==> src/sv/md5sh_pkg.sv <==
// md5sh_pkg: shared types and constants of the streaming md5 hasher
// (queue item, digest beat, round constants, shift amounts, message schedule).
// No dependencies; the front, queue, back end and top refer to it by scoped names.
package md5sh_pkg;

   typedef struct packed {
      logic [31:0] word;
      logic [2:0]  count;
      logic        first;
      logic        last;
   } md5sh_item_type;

   typedef struct packed {
      logic [31:0] digest_word;
      logic [1:0]  word_index;
      logic        digest_done;
   } md5sh_digest_type;

   localparam logic [31:0] CHAIN_INIT [4] = '{
      32'h67452301, 32'hefcdab89, 32'h98badcfe, 32'h10325476
   };

   localparam logic [7:0] PAD_MARK  = 8'h80;
   localparam logic [2:0] MAX_BYTES = 3'd4;

   localparam logic [31:0] ROUND_K [64] = '{
      32'hd76aa478, 32'he8c7b756, 32'h242070db, 32'hc1bdceee,
      32'hf57c0faf, 32'h4787c62a, 32'ha8304613, 32'hfd469501,
      32'h698098d8, 32'h8b44f7af, 32'hffff5bb1, 32'h895cd7be,
      32'h6b901122, 32'hfd987193, 32'ha679438e, 32'h49b40821,
      32'hf61e2562, 32'hc040b340, 32'h265e5a51, 32'he9b6c7aa,
      32'hd62f105d, 32'h02441453, 32'hd8a1e681, 32'he7d3fbc8,
      32'h21e1cde6, 32'hc33707d6, 32'hf4d50d87, 32'h455a14ed,
      32'ha9e3e905, 32'hfcefa3f8, 32'h676f02d9, 32'h8d2a4c8a,
      32'hfffa3942, 32'h8771f681, 32'h6d9d6122, 32'hfde5380c,
      32'ha4beea44, 32'h4bdecfa9, 32'hf6bb4b60, 32'hbebfbc70,
      32'h289b7ec6, 32'heaa127fa, 32'hd4ef3085, 32'h04881d05,
      32'hd9d4d039, 32'he6db99e5, 32'h1fa27cf8, 32'hc4ac5665,
      32'hf4292244, 32'h432aff97, 32'hab9423a7, 32'hfc93a039,
      32'h655b59c3, 32'h8f0ccc92, 32'hffeff47d, 32'h85845dd1,
      32'h6fa87e4f, 32'hfe2ce6e0, 32'ha3014314, 32'h4e0811a1,
      32'hf7537e82, 32'hbd3af235, 32'h2ad7d2bb, 32'heb86d391
   };

   // indexed by {round group, round[1:0]}
   localparam logic [4:0] ROT_AMT [16] = '{
      5'd7, 5'd12, 5'd17, 5'd22, 5'd5, 5'd9, 5'd14, 5'd20,
      5'd4, 5'd11, 5'd16, 5'd23, 5'd6, 5'd10, 5'd15, 5'd21
   };

   // message word used by a round
   function automatic logic [3:0] msg_index(input logic [5:0] rnd);
      logic [3:0] q;
      q = rnd[3:0];
      case (rnd[5:4])
         2'd0:    return q;
         2'd1:    return 4'(q * 4'd5 + 4'd1);
         2'd2:    return 4'(q * 4'd3 + 4'd5);
         default: return 4'(q * 4'd7);
      endcase
   endfunction

   function automatic logic [31:0] rotl32(input logic [31:0] v, input logic [4:0] s);
      logic [63:0] dbl;
      dbl = {v, v} << s;
      return dbl[63:32];
   endfunction

endpackage

==> src/sv/md5sh_if.sv <==
// md5sh_if: valid/ready channel interfaces of the md5 hasher
// (message word channel and digest channel). No dependencies.
interface md5sh_req_if;
   logic        valid;
   logic        ready;
   logic [31:0] data_word;
   logic [2:0]  valid_bytes;
   logic        first_word;
   logic        last_word;

   modport source(output valid, data_word, valid_bytes, first_word, last_word, input ready);
   modport sink(input valid, data_word, valid_bytes, first_word, last_word, output ready);
endinterface

interface md5sh_rsp_if;
   logic        valid;
   logic        ready;
   logic [31:0] digest_word;
   logic [1:0]  word_index;
   logic        digest_done;

   modport source(output valid, digest_word, word_index, digest_done, input ready);
   modport sink(input valid, digest_word, word_index, digest_done, output ready);
endinterface

==> src/sv/md5sh_front.sv <==
// md5sh_front: takes message word beats and classifies them into queue items
// (byte count clamped to a word). Depends on md5sh_pkg and md5sh_if.
module md5sh_front (
   md5sh_req_if.sink               req_ch,
   input  logic                    q_space,
   output logic                    push,
   output md5sh_pkg::md5sh_item_type push_item
);

   assign req_ch.ready = q_space;
   assign push         = req_ch.valid && q_space;

   always_comb begin
      push_item.word  = req_ch.data_word;
      // counts above a full word mean a full word
      push_item.count = (req_ch.valid_bytes > md5sh_pkg::MAX_BYTES) ?
                        md5sh_pkg::MAX_BYTES : req_ch.valid_bytes;
      push_item.first = req_ch.first_word;
      push_item.last  = req_ch.last_word;
   end

endmodule

==> src/sv/md5sh_queue.sv <==
// md5sh_queue: short fifo of classified items between front and back end.
// Depends on md5sh_pkg.
module md5sh_queue #(
   parameter int DEPTH = 2
) (
   input  logic                      clock,
   input  logic                      reset,
   input  logic                      push,
   input  md5sh_pkg::md5sh_item_type push_item,
   output logic                      space,
   input  logic                      pop,
   output logic                      q_valid,
   output md5sh_pkg::md5sh_item_type q_item
);

   localparam int PTR_W = $clog2(DEPTH);
   localparam int CNT_W = $clog2(DEPTH + 1);

   md5sh_pkg::md5sh_item_type mem_ff [DEPTH];
   logic [PTR_W-1:0] wr_ptr_ff, wr_ptr_in;
   logic [PTR_W-1:0] rd_ptr_ff, rd_ptr_in;
   logic [CNT_W-1:0] count_ff, count_in;

   assign space   = (count_ff != CNT_W'(DEPTH));
   assign q_valid = (count_ff != '0);
   assign q_item  = mem_ff[rd_ptr_ff];

   always_comb begin
      wr_ptr_in = wr_ptr_ff;
      rd_ptr_in = rd_ptr_ff;
      count_in  = count_ff;
      if (push) begin
         wr_ptr_in = (wr_ptr_ff == PTR_W'(DEPTH - 1)) ? '0 : wr_ptr_ff + PTR_W'(1);
      end
      if (pop) begin
         rd_ptr_in = (rd_ptr_ff == PTR_W'(DEPTH - 1)) ? '0 : rd_ptr_ff + PTR_W'(1);
      end
      if (push && !pop) begin
         count_in = count_ff + CNT_W'(1);
      end else if (pop && !push) begin
         count_in = count_ff - CNT_W'(1);
      end
   end

   always_ff @(posedge clock) begin
      if (reset) begin
         wr_ptr_ff <= '0;
         rd_ptr_ff <= '0;
         count_ff  <= '0;
      end else begin
         wr_ptr_ff <= wr_ptr_in;
         rd_ptr_ff <= rd_ptr_in;
         count_ff  <= count_in;
      end
   end

   always_ff @(posedge clock) begin
      if (push) begin
         mem_ff[wr_ptr_ff] <= push_item;
      end
   end

endmodule

==> src/sv/md5sh_back.sv <==
// md5sh_back: block buffer, padding sequencer, one-round-per-cycle md5
// compressor and digest output register. Depends on md5sh_pkg.
module md5sh_back (
   input  logic                        clock,
   input  logic                        reset,
   input  logic                        q_valid,
   input  md5sh_pkg::md5sh_item_type   q_item,
   output logic                        pop,
   output logic                        rsp_valid,
   output md5sh_pkg::md5sh_digest_type rsp_data,
   input  logic                        rsp_ready
);

   localparam logic [5:0] LEN_POS   = 6'd56;
   localparam logic [6:0] BLK_BYTES = 7'd64;
   localparam logic [3:0] LEN_LO    = 4'd14;
   localparam logic [3:0] LEN_HI    = 4'd15;
   localparam logic [5:0] LAST_RND  = 6'd63;

   typedef enum logic [3:0] {
      ST_IDLE,
      ST_APPEND,
      ST_PAD_MARK,
      ST_PAD_ZERO,
      ST_PAD_LEN,
      ST_PREP,
      ST_ROUND,
      ST_FOLD,
      ST_DIGEST
   } state_type;

   state_type state_ff, state_in;
   state_type ret_ff, ret_in;
   logic [5:0]  fill_ff, fill_in;
   logic [63:0] len_ff, len_in;
   logic [31:0] chain_ff [4];
   logic [31:0] chain_in [4];
   logic [5:0]  rnd_ff, rnd_in;
   logic [1:0]  dig_idx_ff, dig_idx_in;
   logic        out_valid_ff, out_valid_in;
   md5sh_pkg::md5sh_digest_type out_ff, out_in;

   logic [31:0] work_ff [4];
   logic [31:0] work_in [4];
   logic [31:0] km_ff, km_in;
   logic [31:0] block_ff [16];
   logic [31:0] block_in [16];
   logic [31:0] word_ff, word_in;
   logic [2:0]  cnt_ff, cnt_in;
   logic        last_ff, last_in;

   // buffer write request
   logic        wr_en;
   logic [31:0] wr_src;
   logic [6:0]  wr_n;
   logic        len_wr;

   logic [6:0]  space;
   logic [6:0]  take_n;
   logic        blk_full;
   logic [5:0]  km_rnd;
   logic [31:0] km_next;
   logic [31:0] f_val;
   logic [31:0] t_val;

   assign space    = BLK_BYTES - {1'b0, fill_ff};
   assign take_n   = ({4'b0, cnt_ff} < space) ? {4'b0, cnt_ff} : space;
   assign blk_full = ({1'b0, fill_ff} + take_n) == BLK_BYTES;

   // constant plus message word for the coming round
   assign km_rnd  = (state_ff == ST_PREP) ? 6'd0 : rnd_ff + 6'd1;
   assign km_next = md5sh_pkg::ROUND_K[km_rnd] + block_ff[md5sh_pkg::msg_index(km_rnd)];

   always_comb begin
      case (rnd_ff[5:4])
         2'd0:    f_val = (work_ff[1] & work_ff[2]) | (~work_ff[1] & work_ff[3]);
         2'd1:    f_val = (work_ff[3] & work_ff[1]) | (~work_ff[3] & work_ff[2]);
         2'd2:    f_val = work_ff[1] ^ work_ff[2] ^ work_ff[3];
         default: f_val = work_ff[2] ^ (work_ff[1] | ~work_ff[3]);
      endcase
   end

   assign t_val = work_ff[0] + f_val + km_ff;

   always_comb begin
      state_in     = state_ff;
      ret_in       = ret_ff;
      fill_in      = fill_ff;
      len_in       = len_ff;
      chain_in     = chain_ff;
      rnd_in       = rnd_ff;
      dig_idx_in   = dig_idx_ff;
      out_valid_in = out_valid_ff && !rsp_ready;
      out_in       = out_ff;
      work_in      = work_ff;
      km_in        = km_ff;
      word_in      = word_ff;
      cnt_in       = cnt_ff;
      last_in      = last_ff;
      wr_en        = 1'b0;
      wr_src       = '0;
      wr_n         = '0;
      len_wr       = 1'b0;
      pop          = 1'b0;

      case (state_ff)
         ST_IDLE: begin
            pop = q_valid;
         end
         ST_APPEND: begin
            // as many bytes as fit in the current block
            wr_en   = 1'b1;
            wr_src  = word_ff;
            wr_n    = take_n;
            word_in = word_ff >> {take_n[2:0], 3'b000};
            cnt_in  = cnt_ff - take_n[2:0];
            fill_in = fill_ff + take_n[5:0];
            if (blk_full) begin
               state_in = ST_PREP;
               ret_in   = ST_APPEND;
            end else if (cnt_ff == take_n[2:0]) begin
               if (last_ff) begin
                  state_in = ST_PAD_MARK;
               end else begin
                  state_in = ST_IDLE;
                  pop      = q_valid;
               end
            end
         end
         ST_PAD_MARK: begin
            wr_en   = 1'b1;
            wr_src  = {24'b0, md5sh_pkg::PAD_MARK};
            wr_n    = 7'd1;
            fill_in = fill_ff + 6'd1;
            if (fill_ff == LAST_RND) begin
               state_in = ST_PREP;
               ret_in   = ST_PAD_ZERO;
            end else begin
               state_in = ST_PAD_ZERO;
            end
         end
         ST_PAD_ZERO: begin
            wr_en = 1'b1;
            if (fill_ff <= LEN_POS) begin
               wr_n     = {1'b0, LEN_POS} - {1'b0, fill_ff};
               fill_in  = LEN_POS;
               state_in = ST_PAD_LEN;
            end else begin
               // no room for the length: zero this block, pad the next
               wr_n     = space;
               fill_in  = '0;
               state_in = ST_PREP;
               ret_in   = ST_PAD_ZERO;
            end
         end
         ST_PAD_LEN: begin
            len_wr   = 1'b1;
            fill_in  = '0;
            state_in = ST_PREP;
            ret_in   = ST_DIGEST;
         end
         ST_PREP: begin
            work_in  = chain_ff;
            rnd_in   = '0;
            km_in    = km_next;
            state_in = ST_ROUND;
         end
         ST_ROUND: begin
            work_in[0] = work_ff[3];
            work_in[1] = work_ff[1] + md5sh_pkg::rotl32(t_val,
                            md5sh_pkg::ROT_AMT[{rnd_ff[5:4], rnd_ff[1:0]}]);
            work_in[2] = work_ff[1];
            work_in[3] = work_ff[2];
            km_in      = km_next;
            rnd_in     = rnd_ff + 6'd1;
            if (rnd_ff == LAST_RND) begin
               state_in = ST_FOLD;
            end
         end
         ST_FOLD: begin
            for (int i = 0; i < 4; i++) begin
               chain_in[i] = chain_ff[i] + work_ff[i];
            end
            rnd_in   = '0;
            state_in = ret_ff;
         end
         ST_DIGEST: begin
            if (!out_valid_ff || rsp_ready) begin
               out_valid_in       = 1'b1;
               out_in.digest_word = chain_ff[dig_idx_ff];
               out_in.word_index  = dig_idx_ff;
               out_in.digest_done = (dig_idx_ff == 2'd3);
               dig_idx_in         = dig_idx_ff + 2'd1;
               if (dig_idx_ff == 2'd3) begin
                  // message done: next beat opens a new one
                  chain_in = md5sh_pkg::CHAIN_INIT;
                  fill_in  = '0;
                  len_in   = '0;
                  state_in = ST_IDLE;
               end
            end
         end
         default: begin
            state_in = ST_IDLE;
         end
      endcase

      if (pop) begin
         word_in  = q_item.word;
         cnt_in   = q_item.count;
         last_in  = q_item.last;
         state_in = ST_APPEND;
         if (q_item.first) begin
            chain_in = md5sh_pkg::CHAIN_INIT;
            fill_in  = '0;
            len_in   = {58'b0, q_item.count, 3'b000};
         end else begin
            len_in = len_ff + {58'b0, q_item.count, 3'b000};
         end
      end
   end

   // byte-enable write into the block buffer starting at the fill offset
   always_comb begin
      logic [5:0] pos;
      logic [5:0] off;
      block_in = block_ff;
      for (int w = 0; w < 16; w++) begin
         for (int b = 0; b < 4; b++) begin
            pos = 6'(w * 4 + b);
            off = pos - fill_ff;
            if (wr_en && ({1'b0, off} < wr_n)) begin
               block_in[w][8*b +: 8] = wr_src[{off[1:0], 3'b000} +: 8];
            end
         end
      end
      if (len_wr) begin
         block_in[LEN_LO] = len_ff[31:0];
         block_in[LEN_HI] = len_ff[63:32];
      end
   end

   always_ff @(posedge clock) begin
      if (reset) begin
         state_ff     <= ST_IDLE;
         ret_ff       <= ST_IDLE;
         fill_ff      <= '0;
         len_ff       <= '0;
         chain_ff     <= md5sh_pkg::CHAIN_INIT;
         rnd_ff       <= '0;
         dig_idx_ff   <= '0;
         out_valid_ff <= 1'b0;
      end else begin
         state_ff     <= state_in;
         ret_ff       <= ret_in;
         fill_ff      <= fill_in;
         len_ff       <= len_in;
         chain_ff     <= chain_in;
         rnd_ff       <= rnd_in;
         dig_idx_ff   <= dig_idx_in;
         out_valid_ff <= out_valid_in;
         out_ff       <= out_in;
      end
   end

   always_ff @(posedge clock) begin
      work_ff  <= work_in;
      km_ff    <= km_in;
      block_ff <= block_in;
      word_ff  <= word_in;
      cnt_ff   <= cnt_in;
      last_ff  <= last_in;
   end

   assign rsp_valid = out_valid_ff;
   assign rsp_data  = out_ff;

endmodule

==> src/sv/md5_stream_hasher.sv <==
// md5_stream_hasher: top level of the streaming md5 engine.
// Depends on md5sh_pkg, md5sh_if, md5sh_front, md5sh_queue and md5sh_back.
//
// Message bytes come in as beats of 1 to 4 little-endian bytes; first_word
// restarts the hash, last_word pads the message (0x80, zeros, 64-bit bit
// length) and sends the 128-bit digest as four beats, word 0 first, with
// digest_done on the fourth. After a digest the next beat starts a new
// message even without first_word. Accepted beats wait in a short queue
// (QUEUE_DEPTH entries, at least 2) while the back end works, so the input
// only stalls when that queue is full. The back end appends one beat per
// cycle into a 64-byte block buffer while no block is being compressed,
// and compresses each full block as setup, 64 rounds at one round per
// cycle, and a fold into the chaining value; no beat leaves the queue
// while a block is compressed. A last beat adds padding steps and one or
// two block compressions before the first digest beat, then one digest
// beat per cycle while the consumer is ready.
module md5_stream_hasher #(
   parameter int QUEUE_DEPTH = 2
) (
   input  logic        clock,
   input  logic        reset,
   md5sh_req_if.sink   req_ch,
   md5sh_rsp_if.source rsp_ch
);

   logic                        q_space;
   logic                        push;
   md5sh_pkg::md5sh_item_type   push_item;
   logic                        q_valid;
   logic                        q_pop;
   md5sh_pkg::md5sh_item_type   q_item;
   md5sh_pkg::md5sh_digest_type rsp_data;

   md5sh_front u_front (
      .req_ch    (req_ch),
      .q_space   (q_space),
      .push      (push),
      .push_item (push_item)
   );

   md5sh_queue #(
      .DEPTH (QUEUE_DEPTH)
   ) u_queue (
      .clock     (clock),
      .reset     (reset),
      .push      (push),
      .push_item (push_item),
      .space     (q_space),
      .pop       (q_pop),
      .q_valid   (q_valid),
      .q_item    (q_item)
   );

   md5sh_back u_back (
      .clock     (clock),
      .reset     (reset),
      .q_valid   (q_valid),
      .q_item    (q_item),
      .pop       (q_pop),
      .rsp_valid (rsp_ch.valid),
      .rsp_data  (rsp_data),
      .rsp_ready (rsp_ch.ready)
   );

   assign rsp_ch.digest_word = rsp_data.digest_word;
   assign rsp_ch.word_index  = rsp_data.word_index;
   assign rsp_ch.digest_done = rsp_data.digest_done;

   // the four digest beats leave back to back once the consumer takes them
   a_digest_burst : assert property (@(posedge clock) disable iff (reset)
      (rsp_ch.valid && rsp_ch.ready && !rsp_ch.digest_done) |=> rsp_ch.valid)
      else $error("digest beat missing after a non-final digest beat");

   a_digest_order : assert property (@(posedge clock) disable iff (reset)
      (rsp_ch.valid && rsp_ch.ready && !rsp_ch.digest_done) |=>
      (rsp_ch.word_index == $past(rsp_ch.word_index) + 2'd1))
      else $error("digest words out of order");

   // no new item enters the back end before the last digest beat is on the channel
   a_no_pop_in_digest : assert property (@(posedge clock) disable iff (reset)
      (rsp_ch.valid && !rsp_ch.digest_done) |-> !(q_valid && q_pop))
      else $error("queue popped while digest in flight");

   a_pop_needs_item : assert property (@(posedge clock) disable iff (reset)
      q_pop |-> q_valid)
      else $error("queue popped while empty");

endmodule
==> src/flat_wrapper.sv <==
// flat-port wrapper written by rule: the top's interface ports become plain ports
module md5_stream_hasher_flat 
#(
   parameter int QUEUE_DEPTH = 2
)
  (clock, reset, req_ch_valid, req_ch_data_word, req_ch_valid_bytes, req_ch_first_word, req_ch_last_word, req_ch_ready, rsp_ch_valid, rsp_ch_digest_word, rsp_ch_word_index, rsp_ch_digest_done, rsp_ch_ready);
  md5sh_req_if req_ch_i ();
  md5sh_rsp_if rsp_ch_i ();
  input  logic clock;
  input  logic reset;
  input wire logic [$bits(req_ch_i.valid)-1:0] req_ch_valid;
  input wire logic [$bits(req_ch_i.data_word)-1:0] req_ch_data_word;
  input wire logic [$bits(req_ch_i.valid_bytes)-1:0] req_ch_valid_bytes;
  input wire logic [$bits(req_ch_i.first_word)-1:0] req_ch_first_word;
  input wire logic [$bits(req_ch_i.last_word)-1:0] req_ch_last_word;
  output wire logic [$bits(req_ch_i.ready)-1:0] req_ch_ready;
  output wire logic [$bits(rsp_ch_i.valid)-1:0] rsp_ch_valid;
  output wire logic [$bits(rsp_ch_i.digest_word)-1:0] rsp_ch_digest_word;
  output wire logic [$bits(rsp_ch_i.word_index)-1:0] rsp_ch_word_index;
  output wire logic [$bits(rsp_ch_i.digest_done)-1:0] rsp_ch_digest_done;
  input wire logic [$bits(rsp_ch_i.ready)-1:0] rsp_ch_ready;
  assign req_ch_i.valid = req_ch_valid;
  assign req_ch_i.data_word = req_ch_data_word;
  assign req_ch_i.valid_bytes = req_ch_valid_bytes;
  assign req_ch_i.first_word = req_ch_first_word;
  assign req_ch_i.last_word = req_ch_last_word;
  assign req_ch_ready = req_ch_i.ready;
  assign rsp_ch_valid = rsp_ch_i.valid;
  assign rsp_ch_digest_word = rsp_ch_i.digest_word;
  assign rsp_ch_word_index = rsp_ch_i.word_index;
  assign rsp_ch_digest_done = rsp_ch_i.digest_done;
  assign rsp_ch_i.ready = rsp_ch_ready;
  md5_stream_hasher #(.QUEUE_DEPTH(QUEUE_DEPTH)) u_core (.clock(clock), .reset(reset), .req_ch(req_ch_i), .rsp_ch(rsp_ch_i));
endmodule
==> config.mk <==
export PLATFORM = sky130hd
export DESIGN_NAME = md5_stream_hasher_flat
export DESIGN_NICKNAME = d
export VERILOG_FILES = /design/src/sv/md5sh_pkg.sv /design/src/sv/md5sh_if.sv /design/src/sv/md5sh_front.sv /design/src/sv/md5sh_queue.sv /design/src/sv/md5sh_back.sv /design/src/sv/md5_stream_hasher.sv /design/src/flat_wrapper.sv
export SDC_FILE = /design/constraint.sdc
export NUM_CORES = 2
export LEC_CHECK = 0
export BUFFER_PORTS_ARGS = -buffer_cell sky130_fd_sc_hd__buf_4
export CAP_MARGIN = 20
export CORE_ASPECT_RATIO = 0.8
export CORE_MARGIN = 4
export CORE_UTILIZATION = 50
export DETAILED_ROUTE_END_ITERATION = 10
export GPL_TIMING_DRIVEN = 0
export PLACE_DENSITY_LB_ADDON = 0.2
export SYNTH_ARGS = -nofsm -noshare
export SYNTH_HDL_FRONTEND = slang
export SYNTH_SLANG_ARGS = --single-unit
==> constraint.sdc <==
create_clock -name clock -period 10.1 [get_ports clock]
set_input_delay 1.01 -clock clock [delete_from_list [all_inputs] [get_ports clock]]
set_output_delay 1.01 -clock clock [all_outputs]
set_load 0.1 [all_outputs]
==> results.json <==
{
  "status": "completed",
  "antenna_left": 0,
  "drc_errors": 0,
  "syn_to_final_growth_pct": 11.3,
  "synthTopCellsByArea": "edfxtp_1, ha_1, dfxtp_1",
  "drt_pass1_iterations": 8,
  "postSynthCellCount": 6974,
  "hpwl_um": 193000,
  "wl_per_cell_um": 27.5,
  "cp_slowest_cell": "clkbuf_1",
  "gp_congestion": 1.03,
  "placed_area_um2": 69500,
  "setup_tns_ns": 0,
  "fp.dieArea_um2": 138000,
  "drive_gt1_share_pct": 8.14,
  "cp.required_ns": 10.52,
  "ys_seq_area_share_pct": 43.8,
  "final_max_slew_viol_count": 0,
  "rsz0062_at_grt": "true",
  "fin_nets": 7737,
  "period_share_pct": 99.5,
  "cp_max_fo": 10,
  "ioPinCount": 78,
  "whs_ns": 0.459,
  "synth.largest_area_cell": "edfxtp_1",
  "hold_class": "primary input to flop",
  "grt-ovfl-total": 0,
  "cts_max_path_buffers": 3,
  "period_minus_slack_ns": 10.05,
  "yosys_warnings": 0,
  "grt_pass1_vias": 53500,
  "grt_antenna_before_repair": 14,
  "end_kind": "flop",
  "start_kind": "flop",
  "dp_slack_ns": -1.81,
  "cts_root_buf": "clkbuf_16",
  "initial_core_util_pct": 50.6,
  "portBuffers": 77,
  "yosys.area.top_type_share_pct": 37.3,
  "grt_max_degree": 44,
  "synth-edff-count": 817,
  "clkSlewWorstSetupHoldPaths_ns": 0.07,
  "critical_path.max_stage_delay_ns": 0.64,
  "clk_latency_ns": 0.75,
  "p_leak_nw": 28.2,
  "rows": 118,
  "die_w_um": 414,
  "core_area_um2": 130000,
  "arrival_ns": 10.47,
  "synth_area_per_cell_um2": 9.44,
  "cts_tree": "built",
  "p_per_area_nw_per_um2": 202,
  "final_hold_viol_count": 0,
  "clkSinkCount": 1033,
  "synth_seq_cells": 1033,
  "synth_ff_type": "edfxtp_1",
  "finalWirelength_um": 249000,
  "drt_iter0_drc": 9202,
  "post-route-util_pct": 56.3,
  "ir_worst_vdd_mv": 0.251,
  "htree_num_levels": 3,
  "grt_pass1_wl_um": 362000,
  "synth_cell_types": 106,
  "relSlewSlack_pct": 14.0,
  "synth_area_um2": 65800,
  "numCtsBuffers": 105,
  "synth_async_sr_flop_share_pct": 0,
  "fin_skew_ns": 0.0529,
  "die_h_um": 333,
  "rrSetupSlack_ns": 0.05,
  "fill_cells": 11500,
  "cap_violations": 0,
  "via_count": 58900,
  "max_freq_ghz": 0.0995,
  "final_cell_area_um2": 73300,
  "cts_hold_buf": 0,
  "vias_per_cell": 6.50,
  "fin_ws_ns": 0.0480,
  "setup_viol_count_final": 0,
  "grt_use_total_pct": 35.1,
  "tightest_slew_ns": 1.29,
  "critPathKind": "flop to flop"
}
[routing by layer]
metal	share of wire, %	track usage [%]	up-vias
met5	0.0092	0	-
met4	2.9	8.65	4
met3	12	7.59	467
met2	42	50.8	3593
met1	43	53.3	28700
li1	-	-	26100
[placed cells by master (no fill, tap or decap), types with 132 or more instances in the layout]
master	n
dfxtp_1	215
xnor2_1	208
inv_1	194
edfxtp_1	817
nor2_1	474
o21ai_0	416
a211oi_1	237
and2_1	149
clkbuf_1	324
nand3_1	143
ha_1	416
nand2_1	1126
a31oi_1	132
mux2i_1	150
a21oi_1	600
[per-stage QoR]
step                      power (mW)  std cells
after floorplan                 8.80       6975
after global placement          10.4       8792
after detailed placement        10.7       8855
after CTS                       14.7       9051
after global routing            15.4       9064
final                           14.8       9068
[cell type report]
type | instances | area [um2] | share of cell area (%)
plain buffers | 407 | 1650 | 2.25
multi-input cells | 5330 | 34900 | 47.7
flip-flops and latches | 1033 | 28900 | 39.4
well taps | 1740 | 2180 | 2.97
inverters | 203 | 763 | 1.04
clock buffers | 142 | 2900 | 3.96
repair buffers | 153 | 1390 | 1.89
clock inverters | 56 | 559 | 0.764
diodes | 4 | 10.0 | 0.0137
[logic make-up (layout without fill, tap and decap cells)]
family          after synthesis  after routing  share of synthesized area, %
fa+ha+maj                   463            463                          9.34
mux                         212            212                          3.94
xor+xnor                    298            298                          4.02
compound gates             2033           2033                          19.6
simple gates               2322           2322                          15.7
buf+inv                     612            961                          3.60
flops                      1033           1033                          43.8
other cells                   1              6                       0.00570
[state kept, by name, summed over array words and instances (netlist names), 2 cells and up, named ones only]
| signal | count |
|---|---|
| u_core.u_back.block_ff | 512 |
| u_core.u_back.chain_ff | 128 |
| u_core.u_back.work_ff | 128 |
| u_core.u_queue.mem_ff | 74 |
| u_core.u_back.len_ff | 61 |
| u_core.u_back.rsp_data | 35 |
| u_core.u_back.km_ff | 32 |
| u_core.u_back.word_ff | 32 |
| u_core.u_back.fill_ff | 6 |
| u_core.u_back.rnd_ff | 6 |
| u_core.u_back.state_ff | 4 |
| u_core.u_back.cnt_ff | 3 |
| u_core.u_back.ret_ff | 3 |
| u_core.u_back.dig_idx_ff | 2 |
| u_core.u_queue.count_ff | 2 |
[report_power, final]
part           internal [mW]  switching, mW
Sequential              5.56          0.264
Combinational           1.56           3.41
Clock                   2.19           1.80
[worst max-delay path: cells and delay by family (launching register included)]
kind                     cells  cell delay (ns)
AND/OR/NAND/NOR              6             1.54
XOR/XNOR                     2             0.49
buffers and inverters        3             1.38
flip-flops                   1             0.42
multiplexers                 2             0.34
adder cells (fa/ha/maj)      3             1.25
AO/OA/AOI/OAI               16             4.30
[cells in the mapped netlist (18+ instances only)]
| master | number |
|---|---|
| or3_1 | 23 |
| mux4_2 | 34 |
| nor2b_1 | 64 |
| nor4_1 | 18 |
| edfxtp_1 | 817 |
| xnor2_1 | 210 |
| and3_1 | 43 |
| or2_2 | 51 |
| a22o_1 | 27 |
| o211ai_1 | 65 |
| and2_1 | 149 |
| fa_1 | 47 |
| dfxtp_1 | 216 |
| o21a_1 | 27 |
| clkbuf_1 | 315 |
| a21oi_1 | 617 |
| ha_1 | 416 |
| buf_2 | 44 |
| nand3_1 | 144 |
| nand2_1 | 1129 |
| nand4_1 | 30 |
| a21o_1 | 131 |
| nor2_1 | 478 |
| nand2b_1 | 39 |
| a31oi_1 | 135 |
| o21bai_1 | 38 |
| mux2i_1 | 151 |
| xor2_1 | 83 |
| buf_1 | 44 |
| a211oi_1 | 238 |
| nor3_1 | 102 |
| a22oi_1 | 27 |
| mux2_2 | 25 |
| o31ai_1 | 46 |
| inv_1 | 194 |
| o22ai_1 | 28 |
| a311oi_1 | 86 |
| o21ai_0 | 420 |
[repair_timing]
action | CTS | global route
buffers inserted | 0 | 3
endpoints found under the setup margin | 37 | 9
gates resized for setup | 30 | 41
pin swaps | 0 | 5
[final timing paths]
check                                  startpoint                                endpoint  cells past startpoint
max          u_core.u_back.rnd_ff[4]$_SDFFE_PP0P_     u_core.u_back.work_ff[95]$_DFFE_PP_                     32
min reg2reg  u_core.u_back.ret_ff[0]$_SDFFE_PP0P_    u_core.u_back.ret_ff[0]$_SDFFE_PP0P_                      2
min                          req_ch_data_word[14]  u_core.u_queue.mem_ff[0][19]$_DFFE_PP_                      1
max reg2reg  u_core.u_back.rnd_ff[4]$_SDFFE_PP0P_     u_core.u_back.work_ff[95]$_DFFE_PP_                     32
Power figures use the tool's default switching activity.
